**src/hdl/imrs_pkg.sv**
```systemverilog
// Shared types and constants for the I2C master with retry and receive stack.
// No dependencies.
package imrs_pkg;

    localparam int TX_DEPTH = 32;
    localparam int RX_DEPTH = 32;
    localparam int TX_AW = $clog2(TX_DEPTH);
    localparam int RX_AW = $clog2(RX_DEPTH);
    localparam int TX_CW = $clog2(TX_DEPTH + 1);
    localparam int RX_CW = $clog2(RX_DEPTH + 1);

    localparam logic [2:0] REQ_TICK  = 3'd0;
    localparam logic [2:0] REQ_PUSH  = 3'd1;
    localparam logic [2:0] REQ_WRITE = 3'd2;
    localparam logic [2:0] REQ_READ  = 3'd3;
    localparam logic [2:0] REQ_POP   = 3'd4;

    localparam logic [3:0] TRIES_RESET = 4'd5;

    typedef struct packed {
        logic [2:0] req_type;
        logic       sda_in;
        logic [6:0] target_addr;
        logic [5:0] byte_count;
        logic [7:0] wr_data;
    } req_t;

    typedef struct packed {
        logic       scl_level;
        logic       sda_level;
        logic       busy_res;
        logic       done_res;
        logic       failed;
        logic [7:0] rd_data;
        logic       rd_valid;
        logic [5:0] rx_count;
    } res_t;

endpackage

```
**src/hdl/imrs_front.sv**
```systemverilog
// Front end: accepts request transactions into a two-entry queue.
// Depends on imrs_pkg.
module imrs_front (
    input  logic            aclk,
    input  logic            aresetn,
    input  logic            in_valid,
    output logic            in_ready,
    input  imrs_pkg::req_t  in_req,
    output logic            q_valid,
    input  logic            q_ready,
    output imrs_pkg::req_t  q_req
);
    import imrs_pkg::*;

    req_t       mem_reg [2];
    logic       wp_reg, wp_next, rp_reg, rp_next;
    logic [1:0] cnt_reg, cnt_next;
    logic       push, pop;

    assign in_ready = (cnt_reg != 2'd2);
    assign q_valid  = (cnt_reg != 2'd0);
    assign q_req    = mem_reg[rp_reg];
    assign push     = in_valid && in_ready;
    assign pop      = q_valid && q_ready;

    // Advance pointers and occupancy
    always_comb begin
        wp_next  = push ? ~wp_reg : wp_reg;
        rp_next  = pop ? ~rp_reg : rp_reg;
        cnt_next = cnt_reg + {1'b0, push} - {1'b0, pop};
    end

    always_ff @(posedge aclk) begin
        if (!aresetn) begin
            wp_reg  <= 1'b0;
            rp_reg  <= 1'b0;
            cnt_reg <= 2'd0;
        end else begin
            wp_reg  <= wp_next;
            rp_reg  <= rp_next;
            cnt_reg <= cnt_next;
        end
    end

    // Hold queued payload
    always_ff @(posedge aclk) begin
        if (push) begin
            mem_reg[wp_reg] <= in_req;
        end
    end
endmodule

```
**src/hdl/imrs_engine.sv**
```systemverilog
// Back end: I2C bit engine, transmit buffer and receive stack.
// Depends on imrs_pkg.
module imrs_engine (
    input  logic            aclk,
    input  logic            aresetn,
    input  logic [3:0]      max_tries,
    input  logic            q_valid,
    output logic            q_ready,
    input  imrs_pkg::req_t  q_req,
    output logic            out_valid,
    input  logic            out_ready,
    output imrs_pkg::res_t  out_res
);
    import imrs_pkg::*;

    localparam logic [3:0] PH_IDLE = 4'd0, PH_START = 4'd1, PH_TX_LOW = 4'd2,
        PH_TX_HIGH = 4'd3, PH_TACK_LOW = 4'd4, PH_TACK_HIGH = 4'd5,
        PH_RX_LOW = 4'd6, PH_RX_HIGH = 4'd7, PH_RACK_LOW = 4'd8,
        PH_RACK_HIGH = 4'd9, PH_STOP_A = 4'd10, PH_STOP_B = 4'd11,
        PH_STOP_C = 4'd12, PH_RNACK_HIGH = 4'd13;
    localparam logic [1:0] OUT_OK = 2'd0, OUT_RETRY = 2'd1, OUT_FAIL = 2'd2;

    logic [7:0] tx_mem [TX_DEPTH];
    logic [7:0] rx_mem [RX_DEPTH];

    logic [3:0]       phase_reg, phase_next;
    logic [3:0]       bit_reg, bit_next;
    logic [7:0]       shift_reg, shift_next;
    logic [TX_CW-1:0] bidx_reg, bidx_next;
    logic [3:0]       try_reg, try_next;
    logic [7:0]       addr_reg, addr_next;
    logic [TX_CW-1:0] len_reg, len_next;
    logic             aslot_reg, aslot_next;
    logic [1:0]       outc_reg, outc_next;
    logic             scl_reg, scl_next, sda_reg, sda_next;
    logic [TX_CW-1:0] txf_reg, txf_next;
    logic [RX_CW-1:0] rxf_reg, rxf_next;
    logic [7:0]       txd_reg;
    logic             txd_ok_reg;
    logic             rx_we;
    logic [RX_AW-1:0] rx_waddr, rx_raddr;
    logic [7:0]       pop_data_reg;
    logic             tx_we;

    logic             out_full_reg;
    res_t             res_reg;
    logic             done_c, fail_c, pop_c, go;
    logic             rd_c;
    logic [3:0]       lim;
    logic [3:0]       try_inc;
    logic [TX_CW-1:0] bidx_inc;
    logic [RX_CW-1:0] cnt_ext;

    assign go        = q_valid && q_ready;
    assign q_ready   = !out_full_reg || out_ready;
    assign out_valid = out_full_reg;
    assign rd_c      = addr_reg[0];
    assign lim       = (max_tries == 4'd0) ? 4'd1 : max_tries;
    assign try_inc   = try_reg + 4'd1;
    assign bidx_inc  = bidx_reg + 1'b1;

    // Next state of the bit engine and buffers
    always_comb begin
        phase_next = phase_reg; bit_next = bit_reg; shift_next = shift_reg;
        bidx_next = bidx_reg; try_next = try_reg; addr_next = addr_reg;
        len_next = len_reg; aslot_next = aslot_reg; outc_next = outc_reg;
        scl_next = scl_reg; sda_next = sda_reg;
        txf_next = txf_reg; rxf_next = rxf_reg;
        done_c = 1'b0; fail_c = 1'b0; pop_c = 1'b0;
        rx_we = 1'b0; tx_we = 1'b0;
        rx_waddr = rxf_reg[RX_AW-1:0];
        rx_raddr = rxf_reg[RX_AW-1:0] - 1'b1;
        if (go) begin
            priority case (q_req.req_type)
                REQ_TICK: begin
                    unique case (phase_reg)
                        PH_IDLE: begin scl_next = 1'b1; sda_next = 1'b1; end
                        PH_START: begin
                            scl_next = 1'b1; sda_next = 1'b0;
                            shift_next = addr_reg; bit_next = 4'd0;
                            bidx_next = '0; aslot_next = 1'b1; outc_next = OUT_OK;
                            phase_next = PH_TX_LOW;
                        end
                        PH_TX_LOW: begin
                            scl_next = 1'b0; sda_next = shift_reg[7];
                            phase_next = PH_TX_HIGH;
                        end
                        PH_TX_HIGH: begin
                            scl_next = 1'b1; sda_next = shift_reg[7];
                            shift_next = {shift_reg[6:0], 1'b0};
                            bit_next = bit_reg + 4'd1;
                            phase_next = (bit_reg == 4'd7) ? PH_TACK_LOW : PH_TX_LOW;
                        end
                        PH_TACK_LOW: begin
                            scl_next = 1'b0; sda_next = 1'b1;
                            phase_next = PH_TACK_HIGH;
                        end
                        PH_TACK_HIGH: begin
                            scl_next = 1'b1; sda_next = 1'b1;
                            if (q_req.sda_in) begin
                                if (rd_c) outc_next = OUT_RETRY;
                                else begin
                                    try_next = try_inc;
                                    outc_next = (try_inc >= lim) ? OUT_FAIL : OUT_RETRY;
                                end
                                phase_next = PH_STOP_A;
                            end else begin
                                if (!aslot_reg) bidx_next = bidx_inc;
                                aslot_next = 1'b0;
                                bit_next = 4'd0;
                                if ((aslot_reg ? bidx_reg : bidx_inc) < len_reg) begin
                                    if (rd_c) begin
                                        shift_next = 8'd0; phase_next = PH_RX_LOW;
                                    end else begin
                                        shift_next = txd_ok_reg ? txd_reg : 8'd0;
                                        phase_next = PH_TX_LOW;
                                    end
                                end else phase_next = PH_STOP_A;
                            end
                        end
                        PH_RX_LOW: begin
                            scl_next = 1'b0; sda_next = 1'b1;
                            phase_next = PH_RX_HIGH;
                        end
                        PH_RX_HIGH: begin
                            scl_next = 1'b1; sda_next = 1'b1;
                            shift_next = {shift_reg[6:0], q_req.sda_in};
                            bit_next = bit_reg + 4'd1;
                            phase_next = (bit_reg == 4'd7) ? PH_RACK_LOW : PH_RX_LOW;
                        end
                        PH_RACK_LOW: begin
                            scl_next = 1'b0;
                            if (rxf_reg < RX_CW'(RX_DEPTH)) begin
                                rx_we = 1'b1; rxf_next = rxf_reg + 1'b1;
                                sda_next = 1'b0; phase_next = PH_RACK_HIGH;
                            end else begin
                                sda_next = 1'b1; phase_next = PH_RNACK_HIGH;
                            end
                        end
                        PH_RACK_HIGH: begin
                            scl_next = 1'b1; sda_next = 1'b0;
                            bidx_next = bidx_inc; bit_next = 4'd0; shift_next = 8'd0;
                            phase_next = (bidx_inc < len_reg) ? PH_RX_LOW : PH_STOP_A;
                        end
                        PH_RNACK_HIGH: begin
                            scl_next = 1'b1; sda_next = 1'b1; phase_next = PH_STOP_A;
                        end
                        PH_STOP_A: begin
                            scl_next = 1'b0; sda_next = 1'b0; phase_next = PH_STOP_B;
                        end
                        PH_STOP_B: begin
                            scl_next = 1'b1; sda_next = 1'b0; phase_next = PH_STOP_C;
                        end
                        PH_STOP_C: begin
                            scl_next = 1'b1; sda_next = 1'b1;
                            if (outc_reg == OUT_RETRY) phase_next = PH_START;
                            else begin
                                done_c = 1'b1; fail_c = (outc_reg == OUT_FAIL);
                                if (!rd_c) txf_next = '0;
                                phase_next = PH_IDLE;
                            end
                        end
                        default: begin
                            scl_next = 1'b1; sda_next = 1'b1; phase_next = PH_IDLE;
                        end
                    endcase
                end
                REQ_PUSH: begin
                    if (!((phase_reg != PH_IDLE) && !rd_c) &&
                        txf_reg < TX_CW'(TX_DEPTH)) begin
                        tx_we = 1'b1; txf_next = txf_reg + 1'b1;
                    end
                end
                REQ_WRITE, REQ_READ: begin
                    if (phase_reg == PH_IDLE) begin
                        addr_next = {q_req.target_addr, q_req.req_type == REQ_READ};
                        if (q_req.req_type == REQ_WRITE &&
                            {1'b0, q_req.byte_count} > 7'(TX_DEPTH))
                            len_next = TX_CW'(TX_DEPTH);
                        else len_next = TX_CW'(q_req.byte_count);
                        try_next = 4'd0; bidx_next = '0; bit_next = 4'd0;
                        outc_next = OUT_OK; phase_next = PH_START;
                    end
                end
                REQ_POP: begin
                    if (rxf_reg != '0) begin
                        rxf_next = rxf_reg - 1'b1; pop_c = 1'b1;
                    end
                end
                default: ;
            endcase
        end
    end

    always_ff @(posedge aclk) begin
        if (!aresetn) begin
            phase_reg <= PH_IDLE; bit_reg <= 4'd0; shift_reg <= 8'd0;
            bidx_reg <= '0; try_reg <= 4'd0; addr_reg <= 8'd0; len_reg <= '0;
            aslot_reg <= 1'b0; outc_reg <= OUT_OK; scl_reg <= 1'b1; sda_reg <= 1'b1;
            txf_reg <= '0; rxf_reg <= '0; out_full_reg <= 1'b0;
        end else begin
            phase_reg <= phase_next; bit_reg <= bit_next; shift_reg <= shift_next;
            bidx_reg <= bidx_next; try_reg <= try_next; addr_reg <= addr_next;
            len_reg <= len_next; aslot_reg <= aslot_next; outc_reg <= outc_next;
            scl_reg <= scl_next; sda_reg <= sda_next;
            txf_reg <= txf_next; rxf_reg <= rxf_next;
            if (go) out_full_reg <= 1'b1;
            else if (out_ready) out_full_reg <= 1'b0;
        end
    end

    // Prefetch the next transmit byte; its index is bidx after this tick, plus one past the address slot
    logic [TX_CW-1:0] pf_idx;
    assign pf_idx = (phase_next == PH_START || aslot_next) ? bidx_next : bidx_next + 1'b1;
    always_ff @(posedge aclk) begin
        if (tx_we) tx_mem[txf_reg[TX_AW-1:0]] <= q_req.wr_data;
        txd_reg    <= tx_mem[pf_idx[TX_AW-1:0]];
        txd_ok_reg <= 1'b1;
    end

    // Receive stack write; read the top entry on each transaction and hold it
    always_ff @(posedge aclk) begin
        if (rx_we) rx_mem[rx_waddr] <= shift_reg;
        if (go) pop_data_reg <= rx_mem[rx_raddr];
    end

    // Result register; popped byte comes from the held stack read
    always_ff @(posedge aclk) begin
        if (go) begin
            res_reg.scl_level <= scl_next;
            res_reg.sda_level <= sda_next;
            res_reg.busy_res  <= (phase_next != PH_IDLE);
            res_reg.done_res  <= done_c;
            res_reg.failed    <= fail_c;
            res_reg.rd_valid  <= pop_c;
            res_reg.rx_count  <= cnt_ext[5:0];
            res_reg.rd_data   <= 8'd0;
        end
    end

    always_comb begin
        out_res = res_reg;
        if (res_reg.rd_valid) out_res.rd_data = pop_data_reg;
    end

    assign cnt_ext = rxf_next;
endmodule

```
**src/hdl/i2c_master_with_retry_and_rx_stack_top.sv**
```systemverilog
// Top level of the I2C master with retry and receive stack; depends on imrs_pkg,
// imrs_front and imrs_engine. Every request transaction (tick, push, start write,
// start read, pop) gives exactly one status transaction, in order. A request
// is registered in the front queue and then in the engine's result register before
// its status is valid; while m_ready stays high one request per cycle is sustained
// back to back. While m_ready is low the status is held and the engine
// stalls; the two-entry front queue fills up before s_ready drops.
// Write the tries register only while no transaction is in flight.
module i2c_master_with_retry_and_rx_stack_top (
    input  logic       aclk,
    input  logic       aresetn,
    input  logic       cfg_we,
    input  logic [3:0] cfg_wdata,
    input  logic       s_valid,
    output logic       s_ready,
    input  logic [2:0] s_req_type,
    input  logic       s_sda_in,
    input  logic [6:0] s_target_addr,
    input  logic [5:0] s_byte_count,
    input  logic [7:0] s_wr_data,
    output logic       m_valid,
    input  logic       m_ready,
    output logic       m_scl_level,
    output logic       m_sda_level,
    output logic       m_busy_res,
    output logic       m_done_res,
    output logic       m_failed,
    output logic [7:0] m_rd_data,
    output logic       m_rd_valid,
    output logic [5:0] m_rx_count
);
    import imrs_pkg::*;

    logic [3:0] tries_reg;
    req_t       in_req, q_req;
    res_t       res;
    logic       q_valid, q_ready;

    assign in_req = '{s_req_type, s_sda_in, s_target_addr, s_byte_count, s_wr_data};

    // Hold the try limit
    always_ff @(posedge aclk) begin
        if (!aresetn) tries_reg <= TRIES_RESET;
        else if (cfg_we) tries_reg <= cfg_wdata;
    end

    imrs_front u_front (.aclk, .aresetn, .in_valid(s_valid), .in_ready(s_ready),
        .in_req, .q_valid, .q_ready, .q_req);

    imrs_engine u_engine (.aclk, .aresetn, .max_tries(tries_reg), .q_valid, .q_ready,
        .q_req, .out_valid(m_valid), .out_ready(m_ready), .out_res(res));

    assign m_scl_level = res.scl_level;
    assign m_sda_level = res.sda_level;
    assign m_busy_res  = res.busy_res;
    assign m_done_res  = res.done_res;
    assign m_failed    = res.failed;
    assign m_rd_data   = res.rd_data;
    assign m_rd_valid  = res.rd_valid;
    assign m_rx_count  = res.rx_count;

`ifndef ASSERT_OFF
    a_fail_done: assert property (@(posedge aclk) disable iff (!aresetn)
        m_valid && m_failed |-> m_done_res) else $error("failed without done");
    a_done_idle: assert property (@(posedge aclk) disable iff (!aresetn)
        m_valid && m_done_res |-> !m_busy_res) else $error("done while busy");
    a_rd_zero: assert property (@(posedge aclk) disable iff (!aresetn)
        m_valid && !m_rd_valid |-> m_rd_data == 8'd0) else $error("stray rd_data");
`endif
endmodule
```
**config.mk**
```make
export PLATFORM = sky130hd
export DESIGN_NAME = i2c_master_with_retry_and_rx_stack_top
export DESIGN_NICKNAME = d
export VERILOG_FILES = /design/src/hdl/imrs_pkg.sv /design/src/hdl/imrs_front.sv /design/src/hdl/imrs_engine.sv /design/src/hdl/i2c_master_with_retry_and_rx_stack_top.sv
export SDC_FILE = /design/constraint.sdc
export NUM_CORES = 1
export LEC_CHECK = 0
export ABC_AREA = 1
export BUFFER_PORTS_ARGS = -buffer_cell sky130_fd_sc_hd__buf_4
export CAP_MARGIN = 20
export CORE_MARGIN = 10
export CORE_UTILIZATION = 50
export DETAILED_ROUTE_END_ITERATION = 8
export MAX_ROUTING_LAYER = met4
export PLACE_DENSITY = 0.66
export SYNTH_ARGS = -nofsm -noshare
export SYNTH_HDL_FRONTEND = slang
export SYNTH_SLANG_ARGS = --single-unit
export TNS_END_PERCENT = 20
```
**constraint.sdc**
```tcl
create_clock -name aclk -period 4.2 [get_ports aclk]
set_input_delay 0.21 -clock aclk [delete_from_list [all_inputs] [get_ports aclk]]
set_output_delay 0.21 -clock aclk [all_outputs]
set_load 0.1 [all_outputs]
```
## Word-level counts from Yosys, hierarchy flattened

Memory sizes are Yosys's and may differ from the RTL's. A register that Yosys moved wholly into a read port is not among the register bits.
Cells that the tools add are included.

| operators by class | value |
|---|---|
| add/sub/neg operators | 10 |
| $lt $le $gt $ge | 6 |
| equality and inequality tests | 35 |
| mux-type cells | 80 |
| bitwise operators | 4 |
| reductions and logical operators | 35 |

Operators with widths:

| kind | count |
|---|---|
| 2-to-1 mux 6 bit | 13 |
| one-hot mux 4 bit (14 select lines) | 1 |
| 2-to-1 mux 4 bit | 12 |
| one-hot mux 8 bit (5 select lines) | 1 |
| one-hot mux 6 bit (2 select lines) | 3 |
| 2-to-1 mux 8 bit | 4 |
| 2-to-1 mux 1 bit | 29 |
| == test 4 bit (second input constant) | 6 |
| one-hot mux 4 bit (2 select lines) | 3 |
| == test 4 x 3 -> 1 bit (second input constant) | 5 |
| adder 6 x 1 -> 6 bit (second input constant) | 3 |
| one-hot mux 6 bit (3 select lines) | 1 |
| AND reduction 5 bit | 3 |
| less-than comparator 6 bit | 2 |
| less-than comparator 6 bit (second input constant) | 2 |
| one-hot mux 4 bit (3 select lines) | 1 |
| AND reduction 6 bit | 2 |
| != test 2 x 1 -> 1 bit (second input constant) | 5 |
| != test 2 bit (second input constant) | 5 |
| 2-to-1 mux 3 bit | 3 |
| adder 4 x 1 -> 4 bit (second input constant) | 2 |
| == test 4 x 1 -> 1 bit (second input constant) | 2 |
| == test 4 x 2 -> 1 bit (second input constant) | 2 |
| zero test 4 bit | 2 |
| 35 further kinds | 58 |

| word-level totals | value |
|---|---|
| bits in registers | 78 |
| RAM bits | 562 |
| output and inout bits | 22 |
| memories | 3 |

Memories:

| memory | depth | bits a word | read ports | clocked after memory_dff | wr ports | line | RTL |
|---|---|---|---|---|---|---|---|
| u_engine.rx_mem | 32 | 8 | 1 | 1 | 1 | imrs_engine.sv:24 | `logic [7:0] rx_mem [RX_DEPTH];` |
| u_engine.tx_mem | 32 | 8 | 1 | 1 | 1 | imrs_engine.sv:23 | `logic [7:0] tx_mem [TX_DEPTH];` |
| u_front.mem_reg | 2 | 25 | 1 | 1 | 1 | imrs_front.sv:15 | `req_t mem_reg [2];` |

## Depth between registers and ports, before layout

Gate-level depths: netlist of the first run.

| depth | value |
|---|---|
| word-level depth | 11 |
| depth in mapped cells | 26 |
| mapped depth without buffers | 24 |

## Modules after synthesis

From an unflattened synthesis of the first run, not the netlist that was laid out.

| second synthesis, totals | value |
|---|---|
| cell total of the unflattened synthesis | 2,522 |
| area, all modules | 28,556.1 um2 |

Modules (own cells, without submodules):

| module | instances | cells an instance | area an instance (um2) | seq. area each (um2) |
|---|---|---|---|---|
| imrs_engine | 1 | 2,387 | 26,265.2 | 17,296.6 |
| imrs_front | 1 | 114 | 2,144.6 | 1,601.5 |
| i2c_master_with_retry_and_rx_stack_top | 1 | 21 | 146.4 | 80.1 |

## Least setup slack after synthesis of the first run

OpenSTA, ideal clock, no wires.

| timing | value |
|---|---|
| path kind | reg2reg |
| start point | reg u_engine.out_full_reg (netlist: u_engine.out_valid) |
| end point | reg u_engine.txd_reg[4] (read register of u_engine.tx_mem) |
| data arrival time | 3.801 ns |
| data required time | 4.142 ns |
| path slack | 0.340 ns |
| cell stages (with the launch flop) | 24 |
| path buffers | 2 |
| clock period less this slack | 3.860 ns |
| cells stage by stage | dfxtp_1 > inv_1 > nor2_1 > nor2_2 > inv_2 > nor2_8 > nand2_4 > nand2_1 > nand2_1 > nor2_4 > nand2_2 > a21boi_2 > inv_2 > ha_1 > nand3_1 > nand2_1 > buf_2 > buf_2 > nand3_1 > nand3_1 > nand3_1 > nand2_1 > nand2_1 > nand2_1 |

| on the way | value |
|---|---|
| elaborated cells between the ends (all ways) | 10 |
| those cells by class | 1 x add/sub; 1 x eq/ne; 4 x mux; 4 x reduce/logical |

RTL lines:

| what | line | RTL |
|---|---|---|
| start: declaration | imrs_engine.sv:45 | `logic out_full_reg;` |
| start signal: assignment | imrs_engine.sv:200 | `txf_reg <= '0; rxf_reg <= '0; out_full_reg <= 1'b0;` |
| start signal: assignment | imrs_engine.sv:207 | `if (go) out_full_reg <= 1'b1;` |
| start signal: assignment | imrs_engine.sv:208 | `else if (out_ready) out_full_reg <= 1'b0;` |
| zero test 1 bit * | imrs_engine.sv:55 | `assign q_ready = !out_full_reg \|\| out_ready;` |
| logical OR 1 bit * | imrs_engine.sv:55 |  |
| logical AND 1 bit * | imrs_engine.sv:54 | `assign go = q_valid && q_ready;` |
| net u_engine.go | imrs_engine.sv:47 | `logic done_c, fail_c, pop_c, go;` |
| 2-to-1 mux 6 bit * | imrs_engine.sv:73 | `if (go) begin` |
| net u_engine.bidx_next[1] | imrs_engine.sv:29 | `logic [TX_CW-1:0] bidx_reg, bidx_next;` |
| adder 5 x 1 -> 5 bit | imrs_engine.sv:214 | `assign pf_idx = (phase_next == PH_START \|\| aslot_next) ? bidx_next : bidx_next + 1'b1;` |
| 2-to-1 mux 5 bit * | imrs_engine.sv:214 |  |
| end: declaration | imrs_engine.sv:38 | `logic [7:0] txd_reg;` |

The timed path passes the listed nets; every way through them passes the cells marked *.
A chain may end at the register's enable or synchronous reset.

## Worst setup path after layout of the first run

| timing | value |
|---|---|
| start point | reg u_engine.bidx_reg[1] |
| end point | reg u_engine.txd_reg[3] (read register of u_engine.tx_mem) |

| on the way | value |
|---|---|
| cells in the longest elaborated chain, start to end | 11 |
| elaborated cells between the ends (all ways) | 19 |
| those cells by class | 2 x add/sub; 2 x order compare; 1 x eq/ne; 13 x mux; 1 x reduce/logical |

Ends and longest elaborated chain:

| what | line | RTL |
|---|---|---|
| start: declaration | imrs_engine.sv:29 |  |
| start signal: assignment | imrs_engine.sv:203 | `bidx_reg <= bidx_next; try_reg <= try_next; addr_reg <= addr_next;` |
| adder 6 x 1 -> 6 bit | imrs_engine.sv:60 | `assign bidx_inc = bidx_reg + 1'b1;` |
| 2-to-1 mux 6 bit | imrs_engine.sv:108, imrs_engine.sv:111 |  |
| less-than comparator 6 bit | imrs_engine.sv:111 | `if ((aslot_reg ? bidx_reg : bidx_inc) < len_reg) begin` |
| 2-to-1 mux 4 bit | imrs_engine.sv:111 |  |
| 2-to-1 mux 4 bit | imrs_engine.sv:100 | `if (q_req.sda_in) begin` |
| one-hot mux 4 bit (14 select lines) | imrs_engine.sv:76 | `unique case (phase_reg)` |
| one-hot mux 4 bit (2 select lines) | imrs_engine.sv:74 | `priority case (q_req.req_type)` |
| 2-to-1 mux 4 bit | imrs_engine.sv:73 |  |
| == test 4 x 1 -> 1 bit | imrs_engine.sv:214 |  |
| logical OR 1 bit | imrs_engine.sv:214 |  |
| 2-to-1 mux 5 bit * | imrs_engine.sv:214 |  |

Mark *: on every way between the ends. The rest lies on a longest branch, timed or not.

==> results of run 1 <==
-- per-layer routing --
layer	wire, µm	vias up
met1	29900	9317
met5	0	-
met3	5120	142
li1	-	9057
met2	31700	770
met4	2290	0
-- timing repair --
item / CTS / global route
gates resized for setup: 0 / 9
endpoints found under the setup margin: 0 / 8
endpoints found under the hold margin: 57 / 0
hold buffers: 38 / 0
-- cell families (layout without fill, tap and decap cells) --
family | Yosys count | count (layout)
simple gates | 1045 | 1045
flops | 657 | 657
xor+xnor | 12 | 12
mux | 37 | 37
fa+ha+maj | 29 | 29
buf+inv | 433 | 562
compound gates | 332 | 332
-- worst min path at each step --
stage	startpoint	end	cells after the start
after floorplan	s_wr_data[0]	u_front.mem_reg[0][0]$_DFFE_PP_	0
after global routing	s_valid	u_front.wp_reg$_SDFFE_PN0P_	5
after global placement	s_byte_count[0]	u_front.mem_reg[1][8]$_DFFE_PP_	1
after CTS	s_valid	u_front.wp_reg$_SDFFE_PN0P_	5
after detailed placement	s_target_addr[0]	u_front.mem_reg[1][14]$_DFFE_PP_	1
final	s_valid	u_front.wp_reg$_SDFFE_PN0P_	5
-- worst max-delay path, cell delays in order, from the launching register on --
cell and delay [ps]:
dfxtp_1 430, ha_1 220, nand3_1 120, xor2_1 260, nand2_1 70, o21ai_0 120, ha_1 290, nand2_1 80
o21a_1 160, nand2_1 70, nand2_1 80, nand2_1 70, a21boi_2 200, nand3_2 170, nand2_1 160, nand2_4 100
buf_16 260, nand3b_1 190, nand3_1 100, nand3_1 180, nand3_1 150, nand2_1 120, nand2_1 60, nand2_1 50
-- stage by stage --
stage	cell area, µm²	total power, mW
after floorplan	28500	10.8
after global placement	29600	11.8
after detailed placement	29700	11.9
after CTS	32400	18.1
after global routing	32500	18.9
final	32500	18.1
-- area by class of cell --
type / count / share of cell area [%]
Multi-Input combinational cell: 1455 / 24.0
Timing Repair Buffer: 130 / 3.96
Clock inverter: 34 / 1.15
Tap cell: 756 / 2.91
Inverter: 306 / 3.55
Sequential cell: 657 / 58.4
Clock buffer: 92 / 6.03
-- cell usage after synthesis, types with 15 or more instances --
| master | instances |
|---|---|
| o221ai_1 | 25 |
| inv_1 | 292 |
| buf_4 | 16 |
| nand3b_1 | 80 |
| o21ai_0 | 127 |
| mux2i_1 | 28 |
| nor2_1 | 304 |
| nand3_1 | 304 |
| dfxtp_1 | 75 |
| nand2_1 | 311 |
| o32ai_1 | 39 |
| ha_1 | 29 |
| edfxtp_1 | 582 |
| a21oi_1 | 57 |
| a31oi_1 | 15 |
| o211ai_1 | 24 |
| buf_2 | 41 |
| nor3_1 | 15 |
| clkbuf_1 | 56 |
-- power by group through the flow --
stage | Clock [mW] | Sequential, mW | Combinational (mW)
floorplan | 0 | 8.27 | 2.52
global placement | 0 | 8.03 | 3.81
detailed placement | 0 | 8.04 | 3.86
CTS | 6.32 | 7.90 | 3.91
global route | 6.58 | 7.92 | 4.36
finish | 6.23 | 7.90 | 4.01
==> out/results.tsv, run 1 <==
metric	value	unit
outcome	completed	
fmax	0.261	GHz
clk_latency	610	ps
mostFrequentLayoutCells	582 x edfxtp_1, 310 x nand2_1, 304 x nand3_1	
yosysTopAreaCellShare	61.3	%
period_needed	3830	ps
p_clk_share	34.3	%
holdWs	74.7	ps
maxSlewViolCount	0	
end_kind	register	
grtUsageMet1	27.9	%
vias_per_cell	5.62	
hold_violations	0	
dpl.hpwl	42000	µm
htreeDepth	3	
detail-route-antenna-nets	0	
synth_fp_nets	2608	
timing.rr.start	u_engine.bidx_reg[1]$_SDFF_PN0_	
path_clk_slew	60	ps
cp-start-kind	register	
placedCellCount	3262	
multi_input_area	7800	µm²
cts_buffer_depth	3	
power_frac_seq	43.5	%
netSwitchingPower	5.68	mW
grt-busiest-layer	met2	
synth_cell_type_count	58	
drt_iter0_drc	1833	
p_sw_share	31.3	%
worstSetupEndpoint	u_engine.txd_reg[3]$_DFF_P_	
reg2reg_to	u_engine.txd_reg[3]$_DFF_P_	
grt_pass1_vias	18669	
hold_class	primary input to register	
tightest_slew	1040	ps
use_met3	3.84	%
drt_pass1_iterations	6	
dieArea	67000	µm²
yosys.area_share.adder	1.27	%
synth-simple-area-share	16.8	%
comb_power_share	22.1	%
required	4750	ps
critPathKind	register to register	
synthFlopType	edfxtp_1	
grt-ovfl-total	0	
yosysSeqAreaShare	66.6	%
post_drt_wl_per_cell	20.1	µm
critPathMaxFanout	128	
skew	26.5	ps
grt_max_degree	131	
grt_util_met2	31.5	%
internal_power	12.5	mW
grt_pass1_wl	107000	µm
cts_made_buffers	70	
critPathArrivalTime	4380	ps
fp-row-count	87	
leakagePower	12.1	nW
finish.utilization	57.6	%
cellPowerDensity	558	nW/µm²
cts.sinks	657	
gp_congestion	0.907	
synth_edf_count	582	
r2r_cells	23	
ys_ff_latch	657	
synth_compound_area_share	7.40	%
drc	0	
worstSetupStartpoint	u_engine.bidx_reg[1]$_SDFF_PN0_	
worst_slack	372	ps
antenna_found_initial	0	
drive_gt1_share	9.27	%
vias	19286	
avgSynthCellArea	11.2	µm²
synthToLayoutAreaGrowth	14.0	%
initial_utilization	50.6	%
wl	69000	µm
grt.total_usage	20.8	%
synthXorXnorAreaFrac	0.461	%
period_share	91.1	%
final_common_cell	edfxtp_1	
syn_inst	2545	
reg2reg_setup_slack	370	ps
setup_viol	0	
synth_area	28500	µm²
nNetsFinal	2683	
finalNonFillerCells	3430	
max_cap_viol_count	0	
io_buffers	55	
cts_root_buf	clkbuf_16	
cts_tree	yes	
synth_top_family_by_area	simple AND/OR/NAND/NOR gates	
fp.dieW	259	µm
synth_mux_area_share	1.34	%
n_antenna_cell	0	
slew_headroom	30.4	%
die_y	259	µm
timing.setup.tns	0	ps
post-place-ws	235	ps
post_cts_buffers	0	
io_pins	56	
synth.yosys.warnings	0	
netlist_top_cells_area	edfxtp_1 61%, nand3_1 5.3%, dfxtp_1 5.3%	
core-area	56400	µm²
ir_worst_vdd	0.422	mV
synth_area_leader_cell	edfxtp_1	
rsz0062_at_grt	false	
fillers	4634	
synth_async_sr_flop_share	0	%
seq_area	19000	µm²
Note: power is estimated with default switching activity, not from simulation.
==> run 2, diff against run 1 <==
- SYNTH_HIERARCHICAL: unset -> 1
==> out/results.tsv, run 2 <==
metric	value	unit	change
outcome	completed		
p_sw_share	31.7	%	+0.36 points
finalNonFillerCells	3406		-0.70%
syn_inst	2522		-0.90%
antenna_found_initial	0		unchanged
period_needed	3940	ps	+109 ps
detail-route-antenna-nets	0		unchanged
netSwitchingPower	5.64	mW	-0.72%
placedCellCount	3244		-0.55%
skew	23.8	ps	-2.65 ps
ir_worst_vdd	0.468	mV	+11%
worst_slack	263	ps	-109 ps
hold-path-endpoint	u_front/wp_reg$_SDFFE_PN0P_		
reg2reg_setup_slack	260	ps	-110 ps
cts_made_buffers	70		unchanged
grt.total_usage	21.0	%	+0.17 points
synth.yosys.warnings	6		+6
yosysTopAreaCellShare	61.2	%	-0.10 points
post_drt_wl_per_cell	20.5	µm	+1.9%
period_share	93.7	%	+2.6 points
reg2reg_to	u_engine/txd_reg[2]$_DFF_P_		
synthFlopType	edfxtp_1		
cts_root_buf	clkbuf_16		
io_buffers	55		unchanged
vias_per_cell	5.69		+1.2%
fmax	0.254	GHz	-2.8%
synth_fp_nets	2584		-0.92%
n_antenna_cell	0		unchanged
mostFrequentLayoutCells	582 x edfxtp_1, 310 x nor2_1, 307 x nand3_1		
end_kind	register		
grt_max_degree	129		-1.5%
hold_class	primary input to register		
die_y	259	µm	about the same
grt_pass1_vias	18903		+1.3%
synthTopCellsByCount	582 x edfxtp_1, 312 x nor2_1, 307 x nand2_1, 307 x nand3_1, 267 x inv_1		
power_frac_seq	44.2	%	+0.7 points
internal_power	12.2	mW	-2.3%
whs_path_depth	5		unchanged
fp.dieW	259	µm	about the same
comb_power_share	22.4	%	+0.3 points
vias	19385		+0.51%
hold_violations	0		unchanged
htreeDepth	3		unchanged
post-place-ws	265	ps	+30.3 ps
timing.rr.start	u_engine/bidx_reg[0]$_SDFF_PN0_		
synthToLayoutAreaGrowth	13.4	%	
dieArea	67100	µm²	+0.16%
final_common_cell	edfxtp_1		
finish.utilization	57.3	%	-0.31 points
leakagePower	12.3	nW	+1.7%
cts_tree	yes		
cts.sinks	657		unchanged
multi_input_area	7900	µm²	+1.3%
drt_pass1_iterations	5		-1
grt-ovfl-total	0		unchanged
maxSlewViolCount	0		unchanged
fillers	4606		-0.60%
dpl.hpwl	42300	µm	+0.82%
nNetsFinal	2662		-0.78%
gp_congestion	0.892		-1.7%
critPathMaxFanout	64		-50%
synth_edf_count	582		unchanged
drive_gt1_share	10.5	%	+1.2 points
core-area	56500	µm²	+0.19%
io_pins	56		unchanged
slew_headroom	35.1	%	+4.8 points
synth_area_leader_cell	edfxtp_1		
holdWs	76.9	ps	+2.18 ps
critPathArrivalTime	4490	ps	+110 ps
yosysSeqAreaShare	66.5	%	-0.11 points
cellPowerDensity	550	nW/µm²	-1.5%
place_area	29700	µm²	+0.15%
initial_utilization	50.5	%	about the same
path_clk_slew	60	ps	about the same
synth_async_sr_flop_share	0	%	unchanged
max_cap_viol_count	0		unchanged
cp-start-kind	register		
yosysMostFrequentCell	edfxtp_1		
worstHoldStart	s_valid		
synth_area	28600	µm²	+0.17%
timing.setup.tns	0	ps	unchanged
drc	0		unchanged
synth_cell_type_count	56		-3.4%
total_power	17.8	mW	-1.8%
r2r_cells	22		-4.3%
netlist_top_cells_area	edfxtp_1 61%, nand3_1 5.4%, dfxtp_1 5.3%		
setup_viol	0		unchanged
p_clk_share	33.3	%	-1.0 points
fp-row-count	87		unchanged
cts_buffer_depth	3		unchanged
avgSynthCellArea	11.3	µm²	+1.1%
drt_iter0_drc	2009		+9.6%
required	4760	ps	about the same
wl	69800	µm	+1.2%
fin_area	32400	µm²	-0.34%
critPathKind	register to register		
ys_ff_latch	657		unchanged
seq_area	19000	µm²	about the same
grt_pass1_wl	108000	µm	+1.4%
tightest_slew	973	ps	-65.2 ps
clk_latency	620	ps	about the same
run 2: power by group through the flow:
stage | combinational [mW] | clock, mW | sequential (mW)
6_report | 4.00 | 5.94 | 7.88
5_1_grt | 4.33 | 6.30 | 7.89
4_1_cts | 3.89 | 6.03 | 7.87
3_5_place_dp | 3.85 | 0 | 8.01
3_3_place_gp | 3.80 | 0 | 8.00
2_1_floorplan | 2.46 | 0 | 8.25
run 2: how the worst max path moves through the flow:
stage / to / slack [ps] / startpoint
finish: u_engine/txd_reg[2]$_DFF_P_ / 260 / u_engine/bidx_reg[0]$_SDFF_PN0_
floorplan: u_engine/txd_reg[0]$_DFF_P_ / 820 / u_engine/out_valid$_SDFFE_PN0P_
global placement: u_engine/txd_reg[6]$_DFF_P_ / 310 / u_engine/bidx_reg[0]$_SDFF_PN0_
global route: u_engine/txd_reg[6]$_DFF_P_ / -5 / u_engine/bidx_reg[0]$_SDFF_PN0_
detailed placement: u_engine/txd_reg[3]$_DFF_P_ / 270 / u_engine/bidx_reg[0]$_SDFF_PN0_
CTS: u_engine/txd_reg[4]$_DFF_P_ / 210 / u_engine/bidx_reg[0]$_SDFF_PN0_
run 2: layer usage:
metal	part of all wire [%]	vias to the layer above	track usage, %
met4	3.1	0	8.17
li1	-	9007	-
met3	6.9	124	3.25
met5	0	-	-
met1	42	9461	27.3
met2	48	793	32.8
run 2: timing repair:
| item | 4_1_cts | 5_1_grt |
|---|---|---|
| buffers inserted | 0 | 0 |
| setup endpoints to repair | 0 | 8 |
| resized for setup | 0 | 9 |
| hold buffers | 37 | 0 |
| hold endpoints to repair | 59 | 0 |
run 2: kinds of logic after synthesis:
kind of cell	synth area share, %
compound gates	7.07
xor+xnor	0.521
fa+ha+maj	1.23
buf+inv	6.06
flops	66.5
mux	2.09
simple gates	16.6
run 2: critical path, cell delays in order, from the launching register on:
cell	delay, ps
dfxtp_1	430
nand4_1	170
nor2_1	150
xor2_1	250
o21ai_0	170
ha_1	320
a21oi_1	170
o21a_1	180
nand3_1	90
nand2_1	90
nand2_1	70
a21oi_2	180
nand3_2	200
nand2_2	160
nand2_1	80
nand2_2	100
buf_12	270
nand3_1	210
nand3_1	120
nand3_1	150
nand2_1	130
nand2_1	60
nand2_1	50
run 2: layout make-up:
cell class                 instances  area share [%]
multi-input combinational       1448            24.4
timing repair buffer             134            3.96
sequential                       657            58.6
clock inverter                    36            1.09
inverter                         289            3.35
clock buffer                      86            5.69
tap                              756            2.92
==> run 3, diff against run 2 <==
- ABC_AREA: 1 -> unset
- CORE_MARGIN: 10 -> 2
- MAX_ROUTING_LAYER: met4 -> unset
==> out/results.tsv, run 3 <==
metric	value	unit	change
final_common_cell	edfxtp_1		
hold_violations	0		unchanged
worst_slack	77.9	ps	-186 ps
reg2reg_setup_slack	80	ps	-190 ps
r2r_cells	13		-41%
wl	66300	µm	-5.1%
hold-path-endpoint	u_engine/out_valid$_SDFFE_PN0P_		
post_drt_wl_per_cell	23.6	µm	+15%
htreeDepth	3		unchanged
timing.setup.tns	0	ps	unchanged
drt_iter0_drc	1683		-16%
rsz0062_at_grt	true		
skew	25.7	ps	+1.92 ps
dpl.hpwl	42400	µm	+0.20%
vias	16863		-13%
reg2reg_to	u_engine/txd_reg[3]$_DFF_P_		
grt_max_degree	72		-44%
fmax	0.243	GHz	-4.5%
synth_cell_type_count	89		+59%
worstHoldStart	m_ready		
grt_pass1_vias	16533		-13%
whs_path_depth	4		-1
synth_area	27400	µm²	-4.1%
yosysTopAreaCellShare	63.8	%	+2.6 points
grt_pass1_wl	100000	µm	-7.2%
total_power	17.6	mW	-1.1%
drc	0		unchanged
cellPowerDensity	546	nW/µm²	-0.64%
antenna_found_initial	1		+1
outcome	completed		
cts_tree	yes		
io_pins	56		unchanged
drive_gt1_share	20.8	%	+10 points
grt-ovfl-total	0		unchanged
critPathMaxFanout	32		-50%
synth.yosys.warnings	6		unchanged
drt_pass1_iterations	5		unchanged
required	4720	ps	-40 ps
slew_headroom	30.8	%	-4.3 points
setup_viol	0		unchanged
die_y	238	µm	-8.1%
clk_latency	600	ps	-20 ps
synth_fp_nets	1918		-26%
cp-start-kind	register		
finish.utilization	59.7	%	+2.4 points
mostFrequentLayoutCells	582 x edfxtp_1, 176 x buf_4, 163 x nand2_1		
ys_ff_latch	657		unchanged
cts_made_buffers	68		-2.9%
path_clk_slew	60	ps	about the same
dieArea	56700	µm²	-15%
synthTopCellsByCount	582 x edfxtp_1, 165 x nand2_1, 148 x nor2_1		
yosysSeqAreaShare	69.3	%	+2.8 points
max_cap_viol_count	0		unchanged
critPathArrivalTime	4640	ps	+150 ps
ir_worst_vdd	0.489	mV	+4.4%
critPathKind	register to register		
syn_inst	1856		-26%
synthToLayoutAreaGrowth	17.7	%	
cts_buffer_depth	3		unchanged
hold_class	primary input to register		
synth_edf_count	582		unchanged
io_buffers	55		unchanged
core-area	54000	µm²	-4.4%
maxSlewViolCount	0		unchanged
synthFlopType	edfxtp_1		
fp.dieW	238	µm	-8.1%
yosysMostFrequentCell	edfxtp_1		
post-place-ws	-155	ps	-420 ps
nNetsFinal	2122		-20%
period_needed	4120	ps	+186 ps
grt.total_usage	23.4	%	+2.4 points
period_share	98.1	%	+4.4 points
cts.sinks	657		unchanged
detail-route-antenna-nets	0		unchanged
n_antenna_cell	0		unchanged
tightest_slew	1040	ps	+63.8 ps
gp_congestion	0.932		+4.4%
initial_utilization	50.7	%	+0.17 points
avgSynthCellArea	14.8	µm²	+30%
netlist_top_cells_area	edfxtp_1 64%, mux4_2 6.6%, dfxtp_1 5.5%		
cts_root_buf	clkbuf_16		
vias_per_cell	6.01		+5.6%
synth_area_leader_cell	edfxtp_1		
leakagePower	10.4	nW	-15%
fp-row-count	85		-2.3%
end_kind	register		
synth_async_sr_flop_share	0	%	unchanged
==> run 3: logic make-up after synthesis <==
logic type	count (synthesis)	synth area share, %
AOI/OAI and AO/OA	300	7.35
xor gates and xnor gates	28	0.923
adders and majority gates	28	1.28
buffers and inverters	135	2.15
DFF	657	69.3
muxes	144	9.16
and+or+nand+nor	564	9.87
==> run 3: power breakdown <==
group | switching [mW] | internal (mW) | total (mW)
Sequential | 0.194 | 7.65 | 7.85
Combinational | 2.57 | 1.32 | 3.89
Clock | 2.38 | 3.51 | 5.89
==> run 3: cell type report <==
type | count | area [µm²]
fillers | 4131 | 21800
flip-flops and latches | 657 | 19000
multi-input cells | 1065 | 7940
repair buffers | 238 | 2150
clock buffers | 93 | 1920
well taps | 696 | 871
clock inverters | 27 | 277
inverters | 30 | 113
==> run 3: worst max-delay path, cell delays in order, from the launching register on <==
cell and delay, ps:
dfxtp_2 380, mux2_1 400, or3_1 460, nor4_4 340
a31oi_1 190, a21o_2 250, buf_4 220, buf_6 240
nand2_1 230, mux2_4 360, o22ai_1 130, o21ai_1 310
nand4_1 300, o22ai_1 230
==> run 3: timing repair <==
action,in CTS,in global routing
pin swaps,0,10
endpoints found under the setup margin,6,8
cloned,0,2
setup buffers,0,10
gates resized for setup,10,15
endpoints found under the hold margin,63,0
hold buffers,39,0
==> run 3: per-layer routing <==
layer | vias to the layer above | part of all wire (%) | global-route usage (%)
met5 | - | 0 | 0
met4 | 0 | 2.4 | 6.46
met3 | 117 | 6.2 | 3.61
met2 | 659 | 49 | 38.6
met1 | 8417 | 43 | 32.6
li1 | 7670 | - | -
==> run 3: worst max path at each step <==
stage,start,end,slack (ps),cells past startpoint
after floorplan,register,u_engine/txd_reg[6]$_DFF_P_,-10,19
after CTS,u_engine/bidx_reg[0]$_SDFF_PN0_,u_engine/txd_reg[3]$_DFF_P_,20,16
after detailed placement,register,u_engine/txd_reg[0]$_DFF_P_,-160,16
after global placement,register,u_engine/txd_reg[0]$_DFF_P_,-50,16
final,register,u_engine/txd_reg[3]$_DFF_P_,80,13
after global routing,register,u_engine/txd_reg[0]$_DFF_P_,-40,16
==> run 3: per-stage QoR <==
step | cells | hold slack, ps | area (µm²)
3_5_place_dp | 2628 | 399 | 29300
2_1_floorplan | 1856 | 272 | 27400
3_3_place_gp | 2625 | 396 | 29300
6_report | 2806 | 75.2 | 32300
5_1_grt | 2806 | 61.5 | 32300
4_1_cts | 2787 | 37.4 | 32000
